==> config.mk <==
export PLATFORM = sky130hd
export DESIGN_NAME = brdg_blend
export DESIGN_NICKNAME = d
export VERILOG_FILES = /design/src/rtl/brdg_pkg.sv /design/src/rtl/brdg_blend.sv
export SDC_FILE = /design/constraint.sdc
export NUM_CORES = 1
export LEC_CHECK = 0
export ABC_AREA = 1
export ABC_CLOCK_PERIOD_IN_PS = 12420
export BUFFER_PORTS_ARGS = -buffer_cell sky130_fd_sc_hd__buf_4
export CORE_MARGIN = 4
export CORE_UTILIZATION = 30
export CTS_BUF_LIST = sky130_fd_sc_hd__clkbuf_2
export CTS_CLUSTER_SIZE = 10
export DETAILED_ROUTE_END_ITERATION = 8
export SLEW_MARGIN = 20
export SYNTH_ARGS = -nofsm -noshare
export SYNTH_HDL_FRONTEND = slang
export SYNTH_SLANG_ARGS = --single-unit
==> constraint.sdc <==
create_clock -name clk_i -period 12.42 [get_ports clk_i]
set_input_delay 2.484 -clock clk_i [delete_from_list [all_inputs] [get_ports clk_i]]
set_output_delay 2.484 -clock clk_i [all_outputs]
set_load 0.03 [all_outputs]
==> src/rtl/brdg_pkg.sv <==
package brdg_pkg;

  // Fixed field widths
  localparam int CompW   = 16;
  localparam int VecW    = 3 * CompW;
  localparam int ColInW  = 10;
  localparam int RowInW  = 9;
  localparam int InDataW = 24;
  localparam int CfgIdxW = 2;

  // Pipeline depth: one clamp stage, then two blend passes
  localparam int BlendStages = 5;
  localparam int NumStages   = 1 + 2 * BlendStages;

  // Configuration register indexes
  typedef enum logic [CfgIdxW-1:0] {
    CfgTopLeft     = 2'd0,
    CfgTopRight    = 2'd1,
    CfgBottomLeft  = 2'd2,
    CfgBottomRight = 2'd3
  } cfg_idx_e;

  // Packed direction vector, x in the high bits
  typedef struct packed {
    logic signed [CompW-1:0] x;
    logic signed [CompW-1:0] y;
    logic signed [CompW-1:0] z;
  } vec_t;

  typedef logic [NumStages-1:0] stage_en_t;

endpackage

==> src/rtl/brdg_blend.sv <==
// a + trunc((b - a) * n / DEN), five register stages.
// Division by DEN is a reciprocal multiply plus one correction step.
module brdg_blend #(
  parameter int DEN = 479,
  parameter int NW  = 9
) (
  input  logic                                clk_i,
  input  logic [brdg_pkg::BlendStages-1:0]    en_i,
  input  logic signed [brdg_pkg::CompW-1:0]   a_i,
  input  logic signed [brdg_pkg::CompW-1:0]   b_i,
  input  logic [NW-1:0]                       n_i,
  output logic signed [brdg_pkg::CompW-1:0]   v_o
);
  import brdg_pkg::*;

  localparam int DW = $clog2(DEN + 1);
  localparam int XW = CompW + DW;          // |b - a| * n < 2**XW
  localparam int Sh = XW;                  // reciprocal scale
  localparam int PW = XW + Sh + 1;
  localparam int RW = XW + DW;
  localparam logic [63:0] Recip = (64'd1 << Sh) / 64'(DEN);

  // Stage 1: difference, sign and magnitude
  logic signed [CompW:0]   diff;
  logic signed [CompW:0]   diff_neg;
  logic                    neg1_q;
  logic [CompW-1:0]        mag1_q;
  logic signed [CompW-1:0] a1_q;
  logic [NW-1:0]           n1_q;

  assign diff     = {b_i[CompW-1], b_i} - {a_i[CompW-1], a_i};
  assign diff_neg = -diff;

  always_ff @(posedge clk_i) begin
    if (en_i[0]) begin
      a1_q   <= a_i;
      n1_q   <= n_i;
      neg1_q <= diff[CompW];
      mag1_q <= diff[CompW] ? diff_neg[CompW-1:0] : diff[CompW-1:0];
    end
  end

  // Stage 2: scaled magnitude
  logic [XW-1:0]           x2_q;
  logic                    neg2_q;
  logic signed [CompW-1:0] a2_q;

  always_ff @(posedge clk_i) begin
    if (en_i[1]) begin
      x2_q   <= XW'(mag1_q) * XW'(n1_q);
      neg2_q <= neg1_q;
      a2_q   <= a1_q;
    end
  end

  // Stage 3: quotient estimate, low by at most one
  logic [PW-1:0]           prod;
  logic [XW-1:0]           x3_q;
  logic [XW-1:0]           qe3_q;
  logic                    neg3_q;
  logic signed [CompW-1:0] a3_q;

  assign prod = PW'(x2_q) * PW'(Recip[Sh:0]);

  always_ff @(posedge clk_i) begin
    if (en_i[2]) begin
      x3_q   <= x2_q;
      qe3_q  <= prod[Sh +: XW];
      neg3_q <= neg2_q;
      a3_q   <= a2_q;
    end
  end

  // Stage 4: remainder check and correction
  logic [RW-1:0]           qd;
  logic [RW-1:0]           rem;
  logic [XW-1:0]           q_fix;
  logic [CompW-1:0]        q4_q;
  logic                    neg4_q;
  logic signed [CompW-1:0] a4_q;

  assign qd    = RW'(qe3_q) * RW'(DEN);
  assign rem   = RW'(x3_q) - qd;
  assign q_fix = qe3_q + XW'(rem >= RW'(DEN));

  always_ff @(posedge clk_i) begin
    if (en_i[3]) begin
      q4_q   <= q_fix[CompW-1:0];
      neg4_q <= neg3_q;
      a4_q   <= a3_q;
    end
  end

  // Stage 5: signed step added to the start point
  logic signed [CompW:0]   step;
  logic signed [CompW:0]   sum;
  logic signed [CompW-1:0] v5_q;

  assign step = neg4_q ? -$signed({1'b0, q4_q}) : $signed({1'b0, q4_q});
  assign sum  = {a4_q[CompW-1], a4_q} + step;

  always_ff @(posedge clk_i) begin
    if (en_i[4]) begin
      v5_q <= sum[CompW-1:0];
    end
  end

  assign v_o = v5_q;

endmodule

==> results.sh <==
export IMPL_cts_tree="built"
export IMPL_worstPathRequired_ps=13050
export IMPL_cp_arrival_ps=7300
export IMPL_grt_setup_unrepaired="false"
export IMPL_grt_pass1_wl_um=90470
export IMPL_post_route_drc_count=0
export IMPL_synth_ff_type="edfxtp_1"
export IMPL_clk_latency_ps=850
export IMPL_ys_top_cells_by_area="fa_1 24%, edfxtp_1 23%, ha_1 19%"
export IMPL_antenna_left=0
export IMPL_grt_pass1_vias=17930
export IMPL_drtIter0Drc=712
export IMPL_synth_largest_area_cell="fa_1"
export IMPL_status="finished clean"
export IMPL_avgSynthCellArea_um2=8.901
export IMPL_final_cell_area_mm2=0.02662
export IMPL_grt_max_degree=60
export IMPL_synth_xor_area_share_pct=3.627
export IMPL_ctsResizeCount=0
export IMPL_gp_congestion=0.8828
export IMPL_ys_warn_count=0
export IMPL_vias=17320
export IMPL_endpoint_kind="register"
export IMPL_die_x_um=294.9
export IMPL_synthAdderAreaFrac_pct=42.51
export IMPL_setup_violations=0
export IMPL_yosysSeqAreaShare_pct=23.34
export IMPL_synth_top_area_share_pct=23.67
export IMPL_synth_compound_gate_area_share_pct=5.091
export IMPL_hold_path_class="reg -> reg"
export IMPL_fin_crit_ps=6675
export IMPL_startpoint_type="register"
export IMPL_nets=3531
export IMPL_synthSimpleGateAreaFrac_pct=14.36
export IMPL_ctsRootBufferMaster="clkbuf_2"
export IMPL_synth_seq_cells=192
export IMPL_ios=63
export IMPL_synth_top_family_by_area="adder cells"
export IMPL_fin_tns_setup_ps=0
export IMPL_clk_pin_slew_ps=290
export IMPL_netlist_area_mm2=0.02470
export IMPL_drv_slew=0
export IMPL_antenna_found_initial=1
export IMPL_wl_per_cell_um=13.82
export IMPL_worstPathMaxFanout=6
export IMPL_place_area_mm2=0.02636
export IMPL_syn_to_final_growth_pct=7.755
export IMPL_overflow=0
export IMPL_finalHoldViolations=0
export IMPL_worstMarginPinSlew_ps=780.0
export IMPL_avgViaCountPerCell=4.450
export IMPL_max_stage_delay_ps=580
export IMPL_synthTopCellsByCount="684 x inv_1, 546 x nand2_1, 372 x ha_1"
export IMPL_synth_cells=2775
export IMPL_num_rows=104
export IMPL_crit_slowest_cell="fa_1"
export IMPL_drive_gt1_share_pct=4.202
export IMPL_relSlewSlack_pct=48.00
export IMPL_syn_nets=3486
export IMPL_dieArea_mm2=0.08699
export IMPL_cts_hold_buf=0
export IMPL_timing_hold_ws_ps=422.1
export IMPL_cts_sink_count=192
export IMPL_synth_edff_count=192
export IMPL_start_util_pct=30.47
export IMPL_numPortBuffers=62
export IMPL_maxCapViolCount=0
export IMPL_synthMostInstantiatedCell="inv_1"
export IMPL_clk_path_buf_depth=2
export IMPL_crit_top_cell="nand2_1"
export IMPL_drt_total_wl_um=53790
export IMPL_period_share_pct=53.75
export IMPL_cts_made_buffers=17
export IMPL_grtUsageTotal_pct=12.81
export IMPL_muxShareOfSynthArea_pct=0
export IMPL_fin_util_pct=32.83
export IMPL_fmax_mhz=149.8
export IMPL_async_flop_share_pct=0
export IMPL_critPathKind="reg -> reg"
export IMPL_hpwl_um=46170
export IMPL_cts_setup_buffers=0
export IMPL_skew_ps=45.82
export IMPL_die_y_um=294.9
export IMPL_core_area_mm2=0.08107
export IMPL_htreeDepth=4
export IMPL_synthDistinctLibCells=43
export IMPL_dr_pass1_iters=4
## layout make-up
class | instances | area [µm²]
diodes | 1 | 2.502
clock buffers | 17 | 85.08
clock inverters | 14 | 172.7
fillers | 8432 | 54450
inverters | 692 | 2597
multi-input cells | 1855 | 16200
flip-flops and latches | 192 | 5766
well taps | 1060 | 1326
repair buffers | 62 | 465.4
## cell usage in the layout, fill, tap and decap left out, types with 23 or more instances in the layout
cell type and n:
xor2_1 69, edfxtp_1 192, inv_1 684, nand4_1 23, fa_1 292, nand3_1 85
nand2_1 546, ha_1 372, a21oi_1 116, buf_4 62, nor3_1 25, nor2_1 159
o21ai_0 51, xnor2_1 24
## per-stage QoR
| step | setup slack (ps) | std cells |
|---|---|---|
| 2_1_floorplan | 6505 | 2775 |
| 3_3_place_gp | 5800 | 3861 |
| 3_5_place_dp | 5776 | 3861 |
| 4_1_cts | 5757 | 3892 |
| 5_1_grt | 5258 | 3893 |
| 6_report | 5745 | 3893 |
## final timing paths
kind                       start                 end  slack [ps]  depth (start not counted)
max          qe3_q[13]$_DFFE_PP_  q4_q[14]$_DFFE_PP_        5740                         32
min             neg3_q$_DFFE_PP_    neg4_q$_DFFE_PP_         420                          0
max reg2reg  qe3_q[13]$_DFFE_PP_  q4_q[14]$_DFFE_PP_        5740                         32
min reg2reg     neg3_q$_DFFE_PP_    neg4_q$_DFFE_PP_         420                          0
## critical path, delay by kind of cell (launching register included)
kind	cells	cell delay, ps
flip-flops	1	500
AND/OR/NAND/NOR	18	2090
adder cells (fa/ha/maj)	7	3270
buffers and inverters	6	460
XOR/XNOR	1	140
## kinds of logic (layout without fill, tap and decap cells)
group                      after synthesis  count (layout)
buffers and inverters                  728             785
other                                    0               1
adders and majority gates              664             664
AOI/OAI and AO/OA                      226             226
and+or+nand+nor                        867             867
DFF                                    192             192
xor gates and xnor gates                98              98
## layer usage
layer | GRT usage, % | routed length [µm]
met5 | 0 | 0
met4 | 2.708 | 823
met3 | 1.615 | 1574
met2 | 21.36 | 24990
met1 | 17.97 | 26400
## registers in the layout, indices dropped and copies added, names as in the netlist
register / count
mag1_q: 16
q4_q: 16
n1_q: 9
v_o: 16
neg2_q: 1
x2_q: 25
qe3_q: 17
neg1_q: 1
a2_q: 16
neg3_q: 1
a3_q: 16
neg4_q: 1
x3_q: 25
a1_q: 16
a4_q: 16
Power is left out: the tool's default activity adds up to more than one toggle a clock period on the data nets, which glitch-free logic cannot reach.
