**src/rtl/brdg_pkg.sv**
```systemverilog
package brdg_pkg;

  // Fixed field widths
  localparam int CompW   = 16;
  localparam int VecW    = 3 * CompW;
  localparam int ColInW  = 10;
  localparam int RowInW  = 9;
  localparam int InDataW = 24;
  localparam int CfgIdxW = 2;

  // Pipeline depth: one clamp stage, then two blend passes
  localparam int BlendStages = 5;
  localparam int NumStages   = 1 + 2 * BlendStages;

  // Configuration register indexes
  typedef enum logic [CfgIdxW-1:0] {
    CfgTopLeft     = 2'd0,
    CfgTopRight    = 2'd1,
    CfgBottomLeft  = 2'd2,
    CfgBottomRight = 2'd3
  } cfg_idx_e;

  // Packed direction vector, x in the high bits
  typedef struct packed {
    logic signed [CompW-1:0] x;
    logic signed [CompW-1:0] y;
    logic signed [CompW-1:0] z;
  } vec_t;

  typedef logic [NumStages-1:0] stage_en_t;

endpackage

```
**src/rtl/brdg_ctrl.sv**
```systemverilog
module brdg_ctrl (
  input  logic                clk_i,
  input  logic                rst_ni,
  input  logic                in_valid_i,
  output logic                in_ready_o,
  output logic                out_valid_o,
  input  logic                out_ready_i,
  output brdg_pkg::stage_en_t en_o
);
  import brdg_pkg::*;

  stage_en_t vld_q, vld_d;
  stage_en_t en;

  // Stage k may load when it is empty or its content moves on
  always_comb begin
    en[NumStages-1] = !vld_q[NumStages-1] || out_ready_i;
    for (int k = NumStages - 2; k >= 0; k--) begin
      en[k] = !vld_q[k] || en[k+1];
    end
  end

  // Valid bits travel with the data
  always_comb begin
    vld_d[0] = en[0] ? in_valid_i : vld_q[0];
    for (int k = 1; k < NumStages; k++) begin
      vld_d[k] = en[k] ? vld_q[k-1] : vld_q[k];
    end
  end

  always_ff @(posedge clk_i or negedge rst_ni) begin
    if (!rst_ni) begin
      vld_q <= '0;
    end else begin
      vld_q <= vld_d;
    end
  end

  assign en_o        = en;
  assign in_ready_o  = en[0];
  assign out_valid_o = vld_q[NumStages-1];

endmodule

```
**config.mk**
```make
export PLATFORM = sky130hd
export DESIGN_NAME = brdg_ctrl
export DESIGN_NICKNAME = d
export VERILOG_FILES = /design/src/rtl/brdg_pkg.sv /design/src/rtl/brdg_ctrl.sv
export SDC_FILE = /design/constraint.sdc
export NUM_CORES = 1
export LEC_CHECK = 0
export BUFFER_PORTS_ARGS = -buffer_cell sky130_fd_sc_hd__buf_4
export CELL_PAD_IN_SITES_DETAIL_PLACEMENT = 1
export CELL_PAD_IN_SITES_GLOBAL_PLACEMENT = 1
export CORE_MARGIN = 2
export CORE_UTILIZATION = 32
export CTS_BUF_LIST = sky130_fd_sc_hd__clkbuf_8 sky130_fd_sc_hd__clkbuf_16
export CTS_CLUSTER_DIAMETER = 150
export DETAILED_ROUTE_END_ITERATION = 7
export PLACE_DENSITY = 0.77
export SYNTH_ARGS = -nofsm -noshare
export SYNTH_HDL_FRONTEND = slang
export SYNTH_SLANG_ARGS = --single-unit
```
**constraint.sdc**
```tcl
create_clock -name clk_i -period 1.2 [get_ports clk_i]
set_input_delay 0.24 -clock clk_i [delete_from_list [all_inputs] [get_ports clk_i]]
set_output_delay 0.24 -clock clk_i [all_outputs]
set_load 0.01 [all_outputs]
```
==> results of run 1 <==
-- metrics by stage --
stage               cells  setup WS (ns)  power (mW)
finish                 90        -0.2971       1.379
floorplan              41        -0.1038      0.6953
CTS                    87        -0.3002       1.352
detailed placement     77       -0.07082      0.8942
global route           90        -0.3687       1.455
global placement       77       -0.06326      0.8762
-- layer usage --
layer | routed length [um] | track usage [%] | vias to the layer above
li1 | - | - | 215
met1 | 585 | 18.30 | 220
met2 | 739 | 28.36 | 8
met3 | 58 | 7.500 | 5
met4 | 34 | 9.091 | 0
met5 | 0 | 0 | -
-- critical path: stages, from the launching register on --
cell     delay [ns]
dfrtp_1        0.37
and4_2         0.36
nand4_1        0.12
buf_4          0.15
-- worst paths after layout --
path / from / end / cells after the start
setup / recovery: vld_q[4] / en_o[1] / 3
hold / removal: in_valid_i / vld_q[0] / 2
setup reg to reg: vld_q[10] / vld_q[9] / 9
hold reg to reg: vld_q[0] / vld_q[1] / 1
max in group asynchronous: rst_ni / vld_q[0] / 2
min in group asynchronous: rst_ni / vld_q[10] / 2
-- cell usage in the layout (no fill, tap or decap), drive strengths merged --
master	Yosys	layout
buf	4	32
dfrtp	11	11
nand3	4	4
a31o	4	4
nand2b	3	3
clkbuf	0	3
nand2	2	2
nand4	2	2
and4	2	2
a41o	2	2
a21o	2	2
nand3b	1	1
and4b	1	1
inv	1	1
and2	1	1
or2	1	1
clkinv	0	1
dlygate4sd3	0	1
-- cell type report --
cell class	count	area, um2
clock buffers	3	41.29
clock inverters	1	5.005
fillers	162	658.1
inverters	1	3.754
multi-input cells	25	192.7
flip-flops and latches	11	275.3
well taps	16	20.02
repair buffers	33	292.8
-- power breakdown --
group	switching [mW]	total (mW)	leakage, nW	internal, mW
sequential	0.0365	0.464	0.119	0.428
clock	0.158	0.388	0.0255	0.229
combinational	0.231	0.527	0.233	0.297
total	0.425	1.38	0.378	0.954
-- logic make-up (layout without fill, tap and decap cells) --
family	count (synthesis)	in the layout	synth area share, %
buffers and inverters	5	38	9.022
and+or+nand+nor	17	17	21.31
DFF	11	11	55.14
AOI/OAI and AO/OA	8	8	14.54
-- repair_timing --
action                                  4_1_cts  5_1_grt
endpoints found under the setup margin       16       19
gates resized for setup                       4        5
pin swaps                                     2        1
hold buffers                                  1        0
endpoints found under the hold margin        11        0
setup buffers                                 5        3
==> results.md, run 1 <==
* Layout area overhead at 66.42%
* PwrDens at 1660 mW/mm2
* Area contributors post-synth: dfrtp_1 55%, buf_6 6.8%, a31o_1 5.3%, nand3_1 4.0%, nand2b_1 3.8%
* CTS tree: done
* Async set-reset flop share out of synthesis at 100.0%
* Crit. End Element: output port
* Post-DRT Antenna Nets at 0
* Clock slew at reported path FFs at 0.05 ns
* Flop and latch count out of synthesis at 11
* N_diodes at 0
* Final design utilization at 55.80%
* Io pins at 17
* Clk sinks at 11
* Total CTS buffers at 3
* Sequential share of the synthesized area at 55.14%
* Width of the die at 43.50 um
* Area after DPL at 683.2 um2
* Vias in the first global route at 459
* Fin. max-slew vios at 0
* Cell taking the most area after synthesis: dfrtp_1
* Most flop-heavy register: vld_q
* Vias per cell at 4.978
* Layout cells sized above 1 at 55.41%
* Worst endpoint required time at 0.96 ns
* Largest net degree at the start of global routing at 15
* H-tree depth at 1
* Max-cap viol count at 0
* Post-synth net total at 45
* Min Tclk post-route at 1.497 ns
* Synth warn at 0
* Grt ovf at 0
* DRT Wirelength at 1417 um
* Initial antenna violation count at 0
* Placer Congestion at 0.7405
* First-pass GRT wire length at 2221 um
* CP startpoint kind: register
* R2R Setup Slk at -0.18 ns
* # DRC at 0
* Root buf cell: clkbuf_8
* Violation count after the first detailed-route iteration at 1
* Setup_tns at -4.023 ns
* Starting Density at 33.53%
* Most common cell in the synthesized netlist: dfrtp_1
* DIE AREA at 0.001892 mm2
* Achievable Freq at 667.9 MHz
* Status: complete, but fails checks
* Clock latency on the worst-skew pair at 0.25 ns
* Clock buffer depth at 2
* Core area at 0.001489 mm2
* Via count at 448
* Worst-path maximum fanout at 7
* Row Count at 14
* Input/output buffers at 16
* Synth Flop Type: dfrtp_1
* Critical path arrival at 1.26 ns
* Final nets at 79
* Hold_ws at 0.2057 ns
* Post-Syn Area at 499.2 um2
* Number of flops mapped to enable cells by yosys at 0
* Largest register FFs at 11
* RSZ-0062 raised after global routing: yes
* Yosys cell types at 19
* Die H at 43.50 um
* Aggregate global-route resource usage at 17.10%
* Pleak at 0.3778 nW
* Cell count after synthesis at 41
* 1st-pass router iterations at 2
* Least-Margin Pin Slew at 0.1985 ns
* Setup ws final at -0.2971 ns
* Final Skew at 0.004460 ns
* Failing checks: setup timing
* Min-Delay Path Class: in -> reg
* Synth cell count leaders: 11 x dfrtp_1, 4 x nand3_1, 3 x a31o_1, 3 x buf_6, 3 x nand2b_1
* Worst relative slew slack at 86.77%
* Endpoints failing setup at 19
* Crit Path Category: reg -> out
* Tcrit/Tclk final at 124.8%
* Top cell type's share of synthesized area at 55.14%
* Final Cell Area at 830.8 um2
* WL/cell at 15.74 um
* Post-Syn Area per Cell at 12.18 um2
* VDD IR-drop max at 0.9081 mV
* Final Hold Fails at 0
* Top flop regs: vld_q: 11 flops
Note: power is estimated with default switching activity, not from simulation.
==> run 2, diff against run 1 <==
--- a/config.mk
+++ b/config.mk
@@ -5,15 +5,16 @@
 export SDC_FILE = /design/constraint.sdc
 export NUM_CORES = 1
 export LEC_CHECK = 0
+export ABC_AREA = 1
 export BUFFER_PORTS_ARGS = -buffer_cell sky130_fd_sc_hd__buf_4
 export CELL_PAD_IN_SITES_DETAIL_PLACEMENT = 1
 export CELL_PAD_IN_SITES_GLOBAL_PLACEMENT = 1
 export CORE_MARGIN = 2
-export CORE_UTILIZATION = 32
+export CORE_UTILIZATION = 30
 export CTS_BUF_LIST = sky130_fd_sc_hd__clkbuf_8 sky130_fd_sc_hd__clkbuf_16
 export CTS_CLUSTER_DIAMETER = 150
 export DETAILED_ROUTE_END_ITERATION = 7
-export PLACE_DENSITY = 0.77
+export PLACE_DENSITY = 0.76
 export SYNTH_ARGS = -nofsm -noshare
 export SYNTH_HDL_FRONTEND = slang
 export SYNTH_SLANG_ARGS = --single-unit
==> run 2 against run 1 <==
The flow still finishes with violations (setup timing). Power up 10%. Worst hold slack worse by 0.024 ns. First-iteration DRC count down 100%. Via count down 7.4%. Setup slack worse by 0.15 ns. Area after synthesis down 3.3%.
==> results.md, run 2 <==
* Status: complete, but fails checks
* Failing checks: setup timing
* Endpoints failing setup at 13 (-6)
* Clock buffer depth at 2 (unchanged)
* Post-synth net total at 50 (+11%)
* XOR/XNOR share of the synthesized area at 0% (unchanged)
* Worst-path maximum fanout at 5 (-2)
* Clk sinks at 11 (unchanged)
* Mux cell area share after synthesis at 0% (unchanged)
* RSZ-0062 raised after global routing: yes
* Met1 GRT Util at 14.06% (-4.2 points)
* Placer Congestion at 0.6954 (-6.1%)
* Post-DRT Antenna Nets at 0 (unchanged)
* Clock slew at reported path FFs at 0.05 ns (about the same)
* Final Hold Fails at 0 (unchanged)
* Max-cap viol count at 0 (unchanged)
* CP startpoint kind: register
* Root buf cell: clkbuf_8
* Worst endpoint required time at 0.96 ns (about the same)
* Busiest layer in global routing: met2
* Final HPWL DP at 806.2 um
* Layout cells sized above 1 at 54.43% (-0.98 points)
* Crit-path slowest cell: dfrtp_1
* Most flop-heavy register: vld_q
* Fin. max-slew vios at 0 (unchanged)
* Most frequent cells in the layout: 21 x buf_4, 13 x inv_1, 12 x nand2_1, 10 x dfrtp_1, 8 x buf_6
* Crit path largest cell delay at 0.38 ns (about the same)
* Final design utilization at 54.32% (-1.5 points)
* Final Cell Area at 818.3 um2 (-1.5%)
* Most used cell, CP: nand4_4
* Sequential share of the synthesized area at 56.99% (+1.9 points)
* N_diodes at 0 (unchanged)
* Min Tclk post-route at 1.650 ns (+0.1524 ns)
* Synth Area in Adders at 0% (unchanged)
* Layout area overhead at 69.43%
* DRT Wirelength at 1106 um (-22%)
* Largest family of logic cells by synthesized area: simple AND/OR/NAND/NOR gates
* VDD IR-drop max at 0.8639 mV (-4.9%)
* Row Count at 14 (unchanged)
* Setup ws final at -0.4496 ns (-0.1524 ns)
* GR Layer Usage met2 at 22.94% (-5.4 points)
* Worst reg2reg path depth at 6 (-3)
* PwrDens at 1857 mW/mm2 (+12%)
* Buf/Inv on CP at 1 (unchanged)
* 1st-pass router iterations at 1 (-1)
* Input/output buffers at 16 (unchanged)
* Top cell type's share of synthesized area at 56.99% (+1.9 points)
* Area taken by multi-input logic gates at 173.9 um2 (-9.7%)
* Cell taking the most area after synthesis: dfrtp_1
* Width of the die at 44.13 um (+1.4%)
* Critical path arrival at 1.41 ns (+0.15 ns)
* Least-Margin Pin Slew at 0.1861 ns (-0.01240 ns)
* Delay-heaviest family, CP: simple AND/OR/NAND/NOR gates
* DIE AREA at 0.001947 mm2 (+2.9%)
* Sequential cell area at 276.5 um2 (+0.45%)
* Core area at 0.001506 mm2 (+1.2%)
* Placed Cells at 86 (+12%)
* Die H at 44.13 um (+1.4%)
* Post-Syn Area per Cell at 10.50 um2 (-14%)
* Area contributors post-synth: dfrtp_1 57%, inv_1 9.3%, nand2_1 9.3%, nand4_4 8.8%, nor2_4 4.7%
* Vias per cell at 4.368 (-12%)
* Top flop regs: vld_q: 11 flops
* Final nets at 84 (+6.3%)
* Filler cell count at 165 (+1.9%)
* # DRC at 0 (unchanged)
* Via count at 415 (-7.4%)
* Crit. End Element: output port
* Worst relative slew slack at 87.59% (+0.83 points)
* Setup_tns at -3.895 ns (+0.1287 ns)
* Commonest non-fill, non-tap cell in the layout: buf_4
* Largest net degree at the start of global routing at 12 (-3)
* Async set-reset flop share out of synthesis at 100.0% (unchanged)
* Io pins at 17 (unchanged)
* Worst setup path endpoint: en_o[0]
* Vias in the first global route at 431 (-6.1%)
* H-tree depth at 1 (unchanged)
* Min-Delay Path Class: in -> reg
* Yosys cell types at 10 (-9)
* First-pass GRT wire length at 1814 um (-18%)
* Starting Density at 32.06% (-1.5 points)
* Flop and latch count out of synthesis at 11 (unchanged)
* Violation count after the first detailed-route iteration at 0 (-1)
* Tcrit/Tclk final at 137.5% (+13 points)
* Aggregate global-route resource usage at 13.86% (-3.2 points)
* Grt ovf at 0 (unchanged)
* Met3 Use GR at 4.898% (-2.6 points)
* Synth warn at 0 (unchanged)
* Number of flops mapped to enable cells by yosys at 0 (unchanged)
* Area after DPL at 693.2 um2 (+1.5%)
* Crit Path Category: reg -> out
* WL/cell at 11.64 um (-26%)
* Total CTS buffers at 3 (unchanged)
* Crit. path cell count at 6 (+3)
* FF-to-FF End: vld_q[0]
* Pleak at 0.4285 nW (+13%)
* Final Skew at 0.0006207 ns (-0.003839 ns)
* R2R Setup Slk at 0.03 ns (+0.21 ns)
* Synth Area in Simple Gates at 32.12% (+11 points)
* Cell count after synthesis at 46 (+12%)
* Synth Flop Type: dfrtp_1
* Largest register FFs at 11 (unchanged)
* Post-Syn Area at 483.0 um2 (-3.3%)
* CP Launch Point: vld_q[8]
* Post-synthesis compound-gate area fraction at 0% (-15 points)
* Final Non-Filler Cells at 95 (+5.6%)
* Synth cell count leaders: 12 x inv_1, 12 x nand2_1, 11 x dfrtp_1
* Sequence of cells on the critical path: nand4_4 > nor2_4 > nand4_4 > nor2_4 > nand4_4 > buf_6
* Initial antenna violation count at 0 (unchanged)
* R2R Path Start: vld_q[8]
* Clock latency on the worst-skew pair at 0.24 ns (about the same)
* Achievable Freq at 606.2 MHz (-9.2%)
* CTS tree: done
-- run 2: cell count changes after synthesis, moves of 2 or more --
cell,before,now
a31o_1,3,0
and4_1,2,0
buf_6,3,0
inv_1,1,12
nand2_1,2,12
nand2b_1,3,0
nand3_1,4,2
nand4_1,2,0
nand4_4,0,2
nor2_4,0,2
or2_2,0,2
-- run 2: stage by stage --
step / hold slack, ns / setup slack [ns] / total power [mW]
5_1_grt: 0.1800 / -0.5565 / 1.621
3_3_place_gp: 0.08176 / -0.3152 / 1.053
2_1_floorplan: -0.05559 / -0.3428 / 0.7751
6_report: 0.1814 / -0.4496 / 1.520
3_5_place_dp: 0.08329 / -0.3471 / 1.071
4_1_cts: 0.1795 / -0.4787 / 1.497
-- run 2: routing by layer --
layer	vias up	part of all wire [%]	routed length, um
met5	-	0	0
met4	0	3.2	35
met3	5	6.7	74
met2	13	52	571
met1	196	38	425
li1	201	-	-
-- run 2: worst min-delay path by stage --
| stage | to | cells past startpoint | start |
|---|---|---|---|
| after floorplan | vld_q[0] | 0 | rst_ni |
| after global placement | vld_q[7] | 1 | rst_ni |
| after detailed placement | vld_q[9] | 1 | rst_ni |
| after CTS | vld_q[0] | 3 | in_valid_i |
| after global routing | vld_q[0] | 3 | in_valid_i |
| final | vld_q[0] | 3 | in_valid_i |
-- run 2: final cells by class --
| cell class | count | share of cell area, % |
|---|---|---|
| flip-flops and latches | 11 | 33.79 |
| clock inverters | 1 | 0.4587 |
| well taps | 16 | 2.446 |
| clock buffers | 3 | 5.046 |
| multi-input cells | 22 | 21.25 |
| repair buffers | 30 | 31.50 |
| inverters | 12 | 5.505 |
-- run 2: logic make-up after synthesis --
kind of cell,after synthesis
AND/OR/NAND/NOR,22
buffers and inverters,13
flip-flops,11
-- run 2: tightest hold or removal path, cell delays in order --
cell and delay, ns:
buf_4 0.08, inv_1 0.03, nand2_1 0.04
-- run 2: repair_timing --
item	CTS	global route
hold buffers	1	0
resized for setup	7	3
endpoints found under the setup margin	15	17
endpoints found under the hold margin	11	0
setup buffers	5	2
pin swaps	4	0
-- run 2: power breakdown --
group	switching [mW]	total, mW	internal, mW
Sequential	0.0699	0.518	0.448
Combinational	0.280	0.629	0.349
Clock	0.147	0.373	0.225
Total	0.498	1.52	1.02
==> run 3, diff against run 2 <==
--- a/config.mk
+++ b/config.mk
@@ -14,7 +14,8 @@
 export CTS_BUF_LIST = sky130_fd_sc_hd__clkbuf_8 sky130_fd_sc_hd__clkbuf_16
 export CTS_CLUSTER_DIAMETER = 150
 export DETAILED_ROUTE_END_ITERATION = 7
-export PLACE_DENSITY = 0.76
+export GPL_ROUTABILITY_DRIVEN = 0
+export PLACE_DENSITY_LB_ADDON = 0.1
 export SYNTH_ARGS = -nofsm -noshare
 export SYNTH_HDL_FRONTEND = slang
 export SYNTH_SLANG_ARGS = --single-unit
==> run 3 against run 2 <==
The flow still finishes with violations (setup timing). Power increased by 1.4%. Utilization increased by 1.0 points. Largest power group unchanged. Combinational power increased by 3.5%. Register-to-register slack got worse by 0.24 ns.
==> results.md, run 3 (synthesized netlist as in run 2, its figures left out) <==
* DIE AREA at 0.001947 mm2 (unchanged)
* WL/cell at 11.76 um (+1.0%)
* Post-DRT Antenna Nets at 0 (unchanged)
* Setup_tns at -3.930 ns (-0.03533 ns)
* Initial antenna violation count at 0 (unchanged)
* Input/output buffers at 16 (unchanged)
* Least-Margin Pin Slew at 0.2045 ns (+0.01841 ns)
* FF-to-FF End: vld_q[0]
* Endpoints failing setup at 15 (+2)
* Core area at 0.001506 mm2 (unchanged)
* Largest register FFs at 11 (unchanged)
* Worst endpoint required time at 0.96 ns (about the same)
* Aggregate global-route resource usage at 15.39% (+1.5 points)
* Min-Delay Path Class: in -> reg
* Row Count at 14 (unchanged)
* Most frequent cells in the layout: 21 x buf_4, 13 x inv_1, 11 x nand2_1, 10 x buf_6, 10 x dfrtp_1
* N_diodes at 0 (unchanged)
* Clock latency on the worst-skew pair at 0.23 ns (about the same)
* Achievable Freq at 607.0 MHz (+0.12%)
* Fin. max-slew vios at 0 (unchanged)
* Via count at 403 (-2.9%)
* DRT Wirelength at 1141 um (+3.2%)
* Min Tclk post-route at 1.648 ns (-0.002000 ns)
* Total CTS buffers at 3 (unchanged)
* Width of the die at 44.13 um (unchanged)
* Total power draw at 1.541 mW (+1.4%)
* Final HPWL DP at 820.1 um (+1.7%)
* Final design utilization at 55.32% (+1.0 points)
* 1st-pass router iterations at 2 (+1)
* Clock buffer depth at 2 (unchanged)
* Final Skew at 0.003215 ns (+0.002595 ns)
* Vias in the first global route at 517 (+20%)
* Violation count after the first detailed-route iteration at 2 (+2)
* VDD IR-drop max at 1.004 mV (+16%)
* Pre-CTS setup slack at -0.3418 ns (+0.005239 ns)
* Clock slew at reported path FFs at 0.05 ns (about the same)
* R2R Setup Slk at -0.21 ns (-0.24 ns)
* Root buf cell: clkbuf_8
* Top flop regs: vld_q: 11 flops
* Hold_ws at 0.1849 ns (+0.003495 ns)
* Setup ws final at -0.4476 ns (+0.002000 ns)
* Crit. End Element: output port
* # DRC at 0 (unchanged)
* Final Non-Filler Cells at 97 (+2.1%)
* Vias per cell at 4.155 (-4.9%)
* CP startpoint kind: register
* Io pins at 17 (unchanged)
* Tcrit/Tclk final at 137.3% (-0.17 points)
* Launch point of the worst hold path: in_valid_i
* Final nets at 86 (+2.4%)
* Status: complete, but fails checks
* Grt ovf at 0 (unchanged)
* Worst relative slew slack at 86.37% (-1.2 points)
* Pleak at 0.4340 nW (+1.3%)
* Placed Cells at 88 (+2.3%)
* Most flop-heavy register: vld_q
* Worst-path maximum fanout at 5 (unchanged)
* Largest net degree at the start of global routing at 12 (unchanged)
* Hold path endpoint: vld_q[0]
* Commonest non-fill, non-tap cell in the layout: buf_4
* Max-cap viol count at 0 (unchanged)
* CTS tree: done
* Worst reg2reg path depth at 8 (+2)
* Layout cells sized above 1 at 54.32% (-0.11 points)
* R2R Path Start: vld_q[10]
* Die H at 44.13 um (unchanged)
* Critical path arrival at 1.41 ns (about the same)
* Failing checks: setup timing
* Hold Crit Depth at 3 (unchanged)
* Area after DPL at 708.2 um2 (+2.2%)
* Final Cell Area at 833.3 um2 (+1.8%)
* Final Hold Fails at 0 (unchanged)
* RSZ-0062 raised after global routing: yes
* Clk sinks at 11 (unchanged)
* H-tree depth at 1 (unchanged)
* Crit Path Category: reg -> out
* Starting Density at 32.06% (unchanged)
* PwrDens at 1850 mW/mm2 (-0.42%)
* First-pass GRT wire length at 2132 um (+18%)
* Filler cell count at 177 (+7.3%)
* Layout area overhead at 72.54%
-- run 3: power breakdown --
part / internal (mW) / switching [mW]
sequential: 0.448 / 0.0855
clock: 0.224 / 0.133
combinational: 0.380 / 0.271
-- run 3: area by class of cell --
type	count	area (um2)	share of cell area, %
Clock buffer	3	41.29	4.955
Clock inverter	1	3.754	0.4505
Inverter	12	45.04	5.405
Multi-Input combinational cell	22	166.4	19.97
Sequential cell	11	276.5	33.18
Tap cell	16	20.02	2.402
Timing Repair Buffer	32	280.3	33.63
-- run 3: worst max-delay path by stage --
stage,startpoint,to,slack [ns],cells past startpoint
finish,vld_q[10],in_ready_o,-0.45,6
floorplan,vld_q[10],en_o[0],-0.34,6
CTS,vld_q[8],in_ready_o,-0.46,6
global route,vld_q[8],in_ready_o,-0.53,6
global placement,out_ready_i,in_ready_o,-0.32,8
detailed placement,out_ready_i,in_ready_o,-0.34,8
-- run 3: timing repair --
action,4_1_cts,5_1_grt
resized for setup,11,3
endpoints found under the hold margin,11,0
pin swaps,3,0
buffers inserted,5,3
endpoints found under the setup margin,15,18
hold buffers,1,0
-- run 3: critical path, stage by stage, from the launching register on --
cell and delay, ns:
dfrtp_2 0.38, nand4_4 0.12, nor2_4 0.12, nand4_4 0.10
nor2_4 0.18, nand4_4 0.12, buf_6 0.15
-- run 3: layer usage --
layer	share of wire [%]	global-route usage, %	vias up
li1	-	-	204
met1	43	18.41	184
met2	50	25.00	13
met3	6.0	3.673	2
met4	0.88	9.091	0
met5	0	0	-
